===== config.mk =====
export PLATFORM = sky130hd
export DESIGN_NAME = first_fit_region_allocator_core
export DESIGN_NICKNAME = d
export VERILOG_FILES = /design/src/hw/rtl/ffra_pkg.sv /design/src/hw/rtl/ffra_mem.sv /design/src/hw/rtl/first_fit_region_allocator_core.sv
export VERILOG_INCLUDE_DIRS = /design/src /design/src/hw/rtl
export SDC_FILE = /design/constraint.sdc
export NUM_CORES = 2
export LEC_CHECK = 0
export BUFFER_PORTS_ARGS = -buffer_cell sky130_fd_sc_hd__buf_2
export CORE_AREA = 2 2 365 367
export DETAILED_ROUTE_END_ITERATION = 12
export DIE_AREA = 0 0 367 369
export PLACE_DENSITY = 0.7
export SLEW_MARGIN = 20
export SYNTH_ARGS = -nofsm -noshare
export SYNTH_HDL_FRONTEND = slang
export SYNTH_SLANG_ARGS = --single-unit

===== constraint.sdc =====
create_clock -name clk -period 16.2 [get_ports clk]
set_input_delay 1.62 -clock clk [delete_from_list [all_inputs] [get_ports clk]]
set_output_delay 1.62 -clock clk [all_outputs]
set_load 0.1 [all_outputs]

===== src/hw/rtl/first_fit_region_allocator_core_defines.svh =====
// ----------------------------------------------------------------------------
// first fit region allocator assertion macros
// shared property shorthands for the allocator rtl
// ----------------------------------------------------------------------------
`ifndef FIRST_FIT_REGION_ALLOCATOR_CORE_DEFINES_SVH
`define FIRST_FIT_REGION_ALLOCATOR_CORE_DEFINES_SVH

// same-cycle implication, off during reset
`define FFRA_ASSERT_NOW(lbl, ante, cons) \
  lbl: assert property (@(posedge clk) disable iff (!rst_n) (ante) |-> (cons)) \
    else $error("ffra check failed");

// next-cycle implication, off during reset
`define FFRA_ASSERT_NEXT(lbl, ante, cons) \
  lbl: assert property (@(posedge clk) disable iff (!rst_n) (ante) |=> (cons)) \
    else $error("ffra check failed");

`endif


===== src/hw/rtl/ffra_pkg.sv =====
// ----------------------------------------------------------------------------
// ffra_pkg
// shared types and constants of the first fit region allocator
// ----------------------------------------------------------------------------
`default_nettype none
package ffra_pkg;

  localparam int ADDR_W = 32;
  localparam int LEN_W  = 31;
  localparam int ENT_W  = ADDR_W + LEN_W;

  localparam logic [LEN_W-1:0] REGION_SIZE_RST = LEN_W'(4000000);

  localparam logic [0:0] CFG_REGION_BASE = 1'd0;
  localparam logic [0:0] CFG_REGION_SIZE = 1'd1;

  localparam logic FUNC_ALLOC = 1'b0;
  localparam logic FUNC_FREE  = 1'b1;

  localparam logic [1:0] ST_OK       = 2'd0;
  localparam logic [1:0] ST_NOFIT    = 2'd1;
  localparam logic [1:0] ST_FULL     = 2'd2;
  localparam logic [1:0] ST_NOTFOUND = 2'd3;

  typedef enum logic [2:0] {
    S_IDLE,
    S_SCAN_RD,
    S_SCAN_EV,
    S_TAIL,
    S_SHIFT_RD,
    S_SHIFT_WR,
    S_PUT,
    S_RESP
  } state_t;

endpackage
`default_nettype wire


===== src/hw/rtl/ffra_mem.sv =====
// ----------------------------------------------------------------------------
// ffra_mem
// segment table storage, one write and one registered read port
// ----------------------------------------------------------------------------
`default_nettype none
module ffra_mem
  import ffra_pkg::*;
#(
  parameter int DEPTH = 16,
  parameter int AW    = 4
) (
  input  wire logic             clk,
  input  wire logic             wr_en,
  input  wire logic [AW-1:0]    wr_addr,
  input  wire logic [ENT_W-1:0] wr_data,
  input  wire logic [AW-1:0]    rd_addr,
  output logic      [ENT_W-1:0] rd_data
);

  logic [ENT_W-1:0] mem [DEPTH];

  always_ff @(posedge clk) begin
    if (wr_en) begin
      mem[wr_addr] <= wr_data;
    end
  end

  always_ff @(posedge clk) begin
    rd_data <= mem[rd_addr];
  end

endmodule
`default_nettype wire


===== src/hw/rtl/first_fit_region_allocator_core.sv =====
// ----------------------------------------------------------------------------
// first_fit_region_allocator_core
// first fit allocator over one address region with an ordered segment table
// ----------------------------------------------------------------------------
// requests arrive on in_valid/in_stall: func 0 allocates req_size bytes,
// func 1 releases the block starting at free_address. each request gives
// exactly one result on out_valid/out_stall with a status and an address.
// the segment table sits in a memory with a registered read; each table
// entry visited is read, then evaluated or moved. zero size, full table and
// empty-table frees skip the table and go straight to the response state.
// one request is worked on at a time; in_stall is low only while idle.
// the result register lets the next request enter while a result waits;
// a stalled receiver holds the result and the block waits before writing
// the next one. region_base/region_size are written on cfg_we, which the
// user must raise only while idle; the block does not enforce it.
// synchronous reset empties the table (count only, no memory sweep) and
// restores region_base 0 and region_size 4000000.
// ----------------------------------------------------------------------------
`default_nettype none
module first_fit_region_allocator_core
  import ffra_pkg::*;
#(
  parameter int MAX_SEGMENTS = 16
) (
  input  wire logic              clk,
  input  wire logic              rst_n,
  input  wire logic              cfg_we,
  input  wire logic [0:0]        cfg_index,
  input  wire logic [ADDR_W-1:0] cfg_wdata,
  input  wire logic              in_valid,
  output logic                   in_stall,
  input  wire logic              in_func,
  input  wire logic [LEN_W-1:0]  in_req_size,
  input  wire logic [ADDR_W-1:0] in_free_address,
  output logic                   out_valid,
  input  wire logic              out_stall,
  output logic      [1:0]        out_status,
  output logic      [ADDR_W-1:0] out_address
);

  `include "first_fit_region_allocator_core_defines.svh"

  localparam int IW = (MAX_SEGMENTS > 1) ? $clog2(MAX_SEGMENTS) : 1;
  localparam int CW = $clog2(MAX_SEGMENTS + 1);
  localparam logic [CW-1:0] CNT_MAX = CW'(MAX_SEGMENTS);

  state_t state_r, state_nxt;

  logic [ADDR_W-1:0] base_r;
  logic [LEN_W-1:0]  size_r;
  logic [CW-1:0]     count_r, count_nxt;
  logic              func_r, func_nxt;
  logic [LEN_W-1:0]  req_r, req_nxt;
  logic [ADDR_W-1:0] faddr_r, faddr_nxt;
  logic [IW-1:0]     idx_r, idx_nxt;
  logic [IW-1:0]     pos_r, pos_nxt;
  logic [ADDR_W:0]   lo_r, lo_nxt;
  logic [ADDR_W-1:0] where_r, where_nxt;
  logic [1:0]        st_r, st_nxt;
  logic              out_valid_r, out_valid_nxt;
  logic [1:0]        out_status_r, out_status_nxt;
  logic [ADDR_W-1:0] out_address_r, out_address_nxt;

  logic              mem_we;
  logic [IW-1:0]     mem_waddr, mem_raddr;
  logic [ENT_W-1:0]  mem_wdata, mem_rdata;

  logic              accept;
  logic              out_free;
  logic [CW-1:0]     last_idx;
  logic              at_last;
  logic [ADDR_W-1:0] rd_start;
  logic [LEN_W-1:0]  rd_len;
  logic [ADDR_W:0]   rd_end;
  logic [ADDR_W:0]   base33, rend_raw, rend;
  logic [ADDR_W:0]   gap_hi, lo_c, hi_c, gap_len;
  logic              gap_fit;

  ffra_mem #(.DEPTH(MAX_SEGMENTS), .AW(IW)) u_mem (
    .clk     (clk),
    .wr_en   (mem_we),
    .wr_addr (mem_waddr),
    .wr_data (mem_wdata),
    .rd_addr (mem_raddr),
    .rd_data (mem_rdata)
  );

  assign accept   = in_valid && !in_stall;
  assign out_free = !out_valid_r || !out_stall;
  assign in_stall = (state_r != S_IDLE);
  assign out_valid   = out_valid_r;
  assign out_status  = out_status_r;
  assign out_address = out_address_r;

  assign last_idx = count_r - CW'(1);
  assign at_last  = (CW'(idx_r) == last_idx);
  assign rd_start = mem_rdata[ENT_W-1:LEN_W];
  assign rd_len   = mem_rdata[LEN_W-1:0];
  assign rd_end   = {1'b0, rd_start} + {2'b00, rd_len};

  // region end clipped to the top of the address space
  assign base33   = {1'b0, base_r};
  assign rend_raw = base33 + {2'b00, size_r};
  assign rend     = rend_raw[ADDR_W] ? {1'b1, {ADDR_W{1'b0}}} : rend_raw;

  // gap clipped to the region, strictly longer than the request
  assign gap_hi  = (state_r == S_TAIL) ? rend : {1'b0, rd_start};
  assign lo_c    = (lo_r < base33) ? base33 : lo_r;
  assign hi_c    = (gap_hi > rend) ? rend : gap_hi;
  assign gap_len = hi_c - lo_c;
  assign gap_fit = (hi_c > lo_c) && (gap_len > {2'b00, req_r});

  always_comb begin
    state_nxt = state_r;
    case (state_r)
      S_IDLE: begin
        if (accept) begin
          if (in_func == FUNC_ALLOC) begin
            if (in_req_size == '0 || count_r == CNT_MAX) state_nxt = S_RESP;
            else if (count_r == '0)                      state_nxt = S_TAIL;
            else                                         state_nxt = S_SCAN_RD;
          end else begin
            state_nxt = (count_r == '0) ? S_RESP : S_SCAN_RD;
          end
        end
      end
      S_SCAN_RD: state_nxt = S_SCAN_EV;
      S_SCAN_EV: begin
        if (func_r == FUNC_ALLOC) begin
          if (gap_fit)      state_nxt = S_SHIFT_RD;
          else if (at_last) state_nxt = S_TAIL;
          else              state_nxt = S_SCAN_RD;
        end else begin
          if (rd_start == faddr_r) state_nxt = at_last ? S_RESP : S_SHIFT_RD;
          else if (at_last)        state_nxt = S_RESP;
          else                     state_nxt = S_SCAN_RD;
        end
      end
      S_TAIL:     state_nxt = gap_fit ? S_PUT : S_RESP;
      S_SHIFT_RD: state_nxt = S_SHIFT_WR;
      S_SHIFT_WR: begin
        if (func_r == FUNC_ALLOC) state_nxt = (idx_r == pos_r) ? S_PUT : S_SHIFT_RD;
        else                      state_nxt = at_last ? S_RESP : S_SHIFT_RD;
      end
      S_PUT:  state_nxt = S_RESP;
      S_RESP: state_nxt = out_free ? S_IDLE : S_RESP;
      default: state_nxt = S_IDLE;
    endcase
  end

  always_comb begin
    count_nxt       = count_r;
    func_nxt        = func_r;
    req_nxt         = req_r;
    faddr_nxt       = faddr_r;
    idx_nxt         = idx_r;
    pos_nxt         = pos_r;
    lo_nxt          = lo_r;
    where_nxt       = where_r;
    st_nxt          = st_r;
    out_valid_nxt   = out_valid_r && out_stall;
    out_status_nxt  = out_status_r;
    out_address_nxt = out_address_r;
    mem_we          = 1'b0;
    mem_waddr       = idx_r;
    mem_wdata       = mem_rdata;
    mem_raddr       = idx_r;
    case (state_r)
      S_IDLE: begin
        if (accept) begin
          func_nxt  = in_func;
          req_nxt   = in_req_size;
          faddr_nxt = in_free_address;
          idx_nxt   = '0;
          lo_nxt    = {1'b0, base_r};
          where_nxt = '0;
          if (in_func == FUNC_ALLOC) begin
            st_nxt = (in_req_size == '0) ? ST_NOFIT :
                     (count_r == CNT_MAX) ? ST_FULL : ST_NOFIT;
          end else begin
            st_nxt = ST_NOTFOUND;
          end
        end
      end
      S_SCAN_EV: begin
        if (func_r == FUNC_ALLOC) begin
          if (gap_fit) begin
            pos_nxt   = idx_r;
            where_nxt = lo_c[ADDR_W-1:0];
            idx_nxt   = last_idx[IW-1:0];
          end else begin
            if (rd_end > lo_r) lo_nxt = rd_end;
            idx_nxt = idx_r + IW'(1);
          end
        end else if (rd_start == faddr_r) begin
          st_nxt  = ST_OK;
          idx_nxt = idx_r + IW'(1);
          if (at_last) count_nxt = count_r - CW'(1);
        end else begin
          idx_nxt = idx_r + IW'(1);
        end
      end
      S_TAIL: begin
        if (gap_fit) begin
          pos_nxt   = count_r[IW-1:0];
          where_nxt = lo_c[ADDR_W-1:0];
        end
      end
      S_SHIFT_WR: begin
        mem_we = 1'b1;
        if (func_r == FUNC_ALLOC) begin
          // move entry up one place to open a hole at pos
          mem_waddr = idx_r + IW'(1);
          idx_nxt   = idx_r - IW'(1);
        end else begin
          // close the hole left by the freed entry
          mem_waddr = idx_r - IW'(1);
          idx_nxt   = idx_r + IW'(1);
          if (at_last) count_nxt = count_r - CW'(1);
        end
      end
      S_PUT: begin
        mem_we    = 1'b1;
        mem_waddr = pos_r;
        mem_wdata = {where_r, req_r};
        count_nxt = count_r + CW'(1);
        st_nxt    = ST_OK;
      end
      S_RESP: begin
        if (out_free) begin
          out_valid_nxt   = 1'b1;
          out_status_nxt  = st_r;
          out_address_nxt = (func_r == FUNC_ALLOC && st_r == ST_OK) ? where_r : '0;
        end
      end
      default: ;
    endcase
  end

  always_ff @(posedge clk) begin
    if (!rst_n) begin
      state_r     <= S_IDLE;
      count_r     <= '0;
      out_valid_r <= 1'b0;
      base_r      <= '0;
      size_r      <= REGION_SIZE_RST;
    end else begin
      state_r     <= state_nxt;
      count_r     <= count_nxt;
      out_valid_r <= out_valid_nxt;
      if (cfg_we && cfg_index == CFG_REGION_BASE) base_r <= cfg_wdata;
      if (cfg_we && cfg_index == CFG_REGION_SIZE) size_r <= cfg_wdata[LEN_W-1:0];
    end
  end

  always_ff @(posedge clk) begin
    func_r        <= func_nxt;
    req_r         <= req_nxt;
    faddr_r       <= faddr_nxt;
    idx_r         <= idx_nxt;
    pos_r         <= pos_nxt;
    lo_r          <= lo_nxt;
    where_r       <= where_nxt;
    st_r          <= st_nxt;
    out_status_r  <= out_status_nxt;
    out_address_r <= out_address_nxt;
  end

  `FFRA_ASSERT_NOW(a_count_bound, 1'b1, count_r <= CNT_MAX)
  `FFRA_ASSERT_NOW(a_write_states, mem_we, state_r == S_SHIFT_WR || state_r == S_PUT)
  `FFRA_ASSERT_NEXT(a_put_grows, state_r == S_PUT, count_r == $past(count_r) + CW'(1))
  `FFRA_ASSERT_NEXT(a_idle_after_resp, state_r == S_RESP && out_free,
                    state_r == S_IDLE && out_valid_r)

endmodule
`default_nettype wire

==> metrics.csv <==
stage,metric,value,unit
power,Pleak,23.6,nW
setup_path,"Slowest-stage cell, CP",a2111oi_0,
final_layout,layout cells sized above 1,0.201,
clocking,TritonCTS clock tree,built,
drt,via count,35197,
logic_synthesis,post-synthesis sequential area ratio,0.650,
final_layout,Synth-to-Final Area Change,13.4,%
grt,met1 Usage GRT,0.340,
clocking,Skew-Pair Late Insertion Delay,0.80,ns
final_layout,fin nets,4322,
status,outcome,finished clean,
floorplanning,die span in x,367,µm
logic_synthesis,Main synth FF type,edfxtp_1,
power,pwr dens,230,nW/µm²
clocking,CTS resizes,0,
logic_synthesis,Syn Nets,4101,
setup_path,Crit path max-delay family,compound AO/OA/AOI/OAI gates,
floorplanning,Die Y,369,µm
clocking,cts hold-fix bufs,0,
sta,Slew @ Worst Pin,1.12,ns
clocking,CTS Buffer Depth,3,
setup_path,"setup slack, reg-to-reg",3.55,ns
grt,M2 GR Usage,0.386,
final_layout,Multi-input gate area,19600,µm²
clocking,clk slew on worst S/H paths,0.06,ns
logic_synthesis,Synth Area in Simple Gates,0.0610,
logic_synthesis,Compound-Gate Fraction of Synth Area,0.0714,
sta,fin crit period,12.65,ns
setup_path,Worst setup SP type,register,
drt,Antenna Violating Nets Remaining,0,
drt,drt drc,0,
min_path,HP Start,size_r[14],
sta,Final setup viols,0,
sta,sum of negative setup slack,0,ns
clocking,Root Buffer,clkbuf_16,
grt,number of global-route vias before repair,34095,
setup_path,most frequent cell on the critical path,a21o_1,
placed_design,hpwl dp,108000,µm
setup_path,"critical path fanouts, max",75,
drt,DR iter-0 viols,4082,
grt,Tot GR Track Use,0.246,
setup_path,"slowest stage delay, CP",0.58,ns
drt,router iterations before antenna repair,6,
floorplanning,Die ar.,135000,µm²
setup_path,WS Path Type,register to register,
grt,Overflow after GRT,0,
logic_synthesis,Syn Std Cell Area,58700,µm²
sta,max-slew violations,0,
logic_synthesis,post-synthesis mux area share,0.129,
grt,initial antenna violation count,11,
logic_synthesis,Yosys reg bits,1316,
clocking,Sink Count,1316,
floorplanning,core area,131000,µm²
placed_design,Placer Congestion,0.999,
min_path,worst hold path class,register to register,
setup_path,Worst path depth,51,
setup_path,RR Endpoint,lo_r[6],
sta,final hold violation count,0,
grt,pin count of the biggest net entering global routing,147,
logic_synthesis,warnings from Yosys,0,
final_layout,Fillers,10783,
drt,WL/cell,28.5,µm
setup_path,"Arr. time, crit path",13.05,ns
logic_synthesis,largest family of logic cells by synthesized area,multiplexers,
sta,FMAX,0.0790,GHz
logic_synthesis,Mapped Avg Cell Area,15.6,µm²
setup_path,CP Data Required Time,16.60,ns
logic_synthesis,Post-Synthesis Cells,3770,
final_layout,utilization after layout,0.508,
sta,Max Clock Skew,0.0503,ns
setup_path,crit end category,register,
setup_path,path depth of the worst reg2reg path,51,
sta,crit share post-route,0.781,
final_layout,Reg area,38200,µm²
floorplanning,IO Pins,138,
sta,max_slew headroom,0.256,
placed_design,port bufs,137,
job,Max-Cap Viols,0,
floorplanning,Starting Density,0.448,
power,Max IR drop VDD,0.208,mV
grt,global-route wire length before repair,240000,µm
setup_path,Reg2Reg Launch Point,base_r[0],
setup_path,CP Buf/Inv Count,5,
grt,busiest layer in global routing,met2,
drt,final WL,167000,µm
logic_synthesis,area share of fa/ha/maj cells after synthesis,0.0492,
sta,unrepaired setup endpoints after global routing,no,
clocking,cts bufs inserted,135,
drt,Vias/cell,6.01,
logic_synthesis,async set-reset flop share out of synthesis,0,
logic_synthesis,"Distinct cells, synth",76,
setup_path,crit path capture,lo_r[6],
clocking,H-Tree Depth,4,
clocking,Post-CTS Setup Bufs,0,
setup_path,Critical Path Start,base_r[0],
logic_synthesis,XOR/XNOR Fraction of Synth Area,0.0197,
logic_synthesis,Post-synth EDFFs,1181,
grt,GR Util met3,0.0474,
floorplanning,# rows,133,
==> worst register-to-register path, delay by kind of cell, from the launching register on <==
kind                       cells  cell delay [ns]
buffers and inverters          5             1.54
and+or+nand+nor                8             1.32
AOI/OAI and AO/OA             32             7.35
adders and majority gates      6             1.68
DFF                            1             0.34
==> area by class of cell <==
cell class	count	share of cell area
clock inverter	58	0.0104
multi-input combinational	2151	0.294
timing repair buffer	253	0.0237
antenna	1	0.0000376
clock buffer	190	0.0583
tap	1755	0.0330
inverter	134	0.00755
sequential	1316	0.573
==> cell usage after synthesis, types with 16 or more instances <==
master | n | area (µm²)
clkbuf_1 | 117 | 439
ha_1 | 226 | 2830
nand4_1 | 44 | 275
and2_1 | 51 | 319
buf_1 | 33 | 124
a21oi_1 | 128 | 641
mux2i_1 | 36 | 360
a22o_1 | 30 | 263
nor2_1 | 133 | 499
nor3_1 | 28 | 140
a21boi_0 | 61 | 458
o21a_1 | 17 | 128
mux4_2 | 315 | 7090
nand2b_1 | 18 | 113
xor2_1 | 69 | 604
nand2_1 | 411 | 1540
inv_1 | 134 | 503
edfxtp_1 | 1181 | 35500
o21ai_1 | 28 | 140
o21ai_0 | 123 | 616
o21bai_1 | 16 | 120
nand3_1 | 33 | 165
a21o_1 | 96 | 721
nor2b_1 | 24 | 150
nor4_1 | 22 | 138
a211oi_1 | 48 | 360
xnor2_1 | 63 | 552
dfxtp_1 | 135 | 2700
==> cell usage in the layout, fill, tap and decap left out, drive strengths merged, types with 69 or more instances in the layout <==
cell type and instances:
ha 226, mux4 315, inv 142, xor2 69, o21ai 151, clkbuf 190
a21o 96, nand2 411, dfxtp 135, buf 253, nor2 134, edfxtp 1181
a21oi 129
==> registers in the layout, summed over array words and instances, names as in the netlist, 32 cells and up <==
signal and count:
lo_r 33, faddr_r 32, base_r 32, where_r 32, u_mem.mem 1008, u_mem.rd_data 63
out_address 32
==> stage by stage <==
| stage | total power [mW] | setup slack, ns | area, µm² | instances | hold WS, ns |
|---|---|---|---|---|---|
| finish | 15.3 | 3.55 | 66600 | 5858 | 0.470 |
| CTS | 15.3 | 3.74 | 66600 | 5857 | 0.474 |
| global route | 16.1 | 2.65 | 66600 | 5858 | 0.485 |
| detailed placement | 12.0 | 3.82 | 62000 | 5609 | 0.465 |
| global placement | 11.9 | 3.90 | 62000 | 5609 | 0.456 |
| floorplan | 9.82 | 5.46 | 58700 | 3770 | 0.427 |
==> power breakdown <==
part	total, mW	switching (mW)	internal, mW
clock	3.18	1.33	1.85
sequential	5.04	0.416	4.62
combinational	7.12	4.32	2.79
total	15.3	6.07	9.27
==> how the worst min path moves through the flow <==
stage,to,slack (ns),depth (start not counted)
4_1_cts,size_r[14],0.47,2
3_5_place_dp,size_r[6],0.46,2
5_1_grt,size_r[28],0.48,2
6_report,size_r[14],0.47,2
2_1_floorplan,out_status[0],0.43,0
3_3_place_gp,size_r[10],0.46,2
==> layer usage <==
metal | vias up | wire length [µm]
met5 | - | 11
met4 | 2 | 6560
met3 | 299 | 15100
met2 | 1781 | 77800
met1 | 17977 | 67700
li1 | 15138 | -
==> cells by family after synthesis <==
logic type,count (synthesis)
buffers and inverters,303
AOI/OAI and AO/OA,630
xor gates and xnor gates,132
and+or+nand+nor,798
DFF,1316
muxes,362
adders and majority gates,229
(Power assumes the default switching activity.)
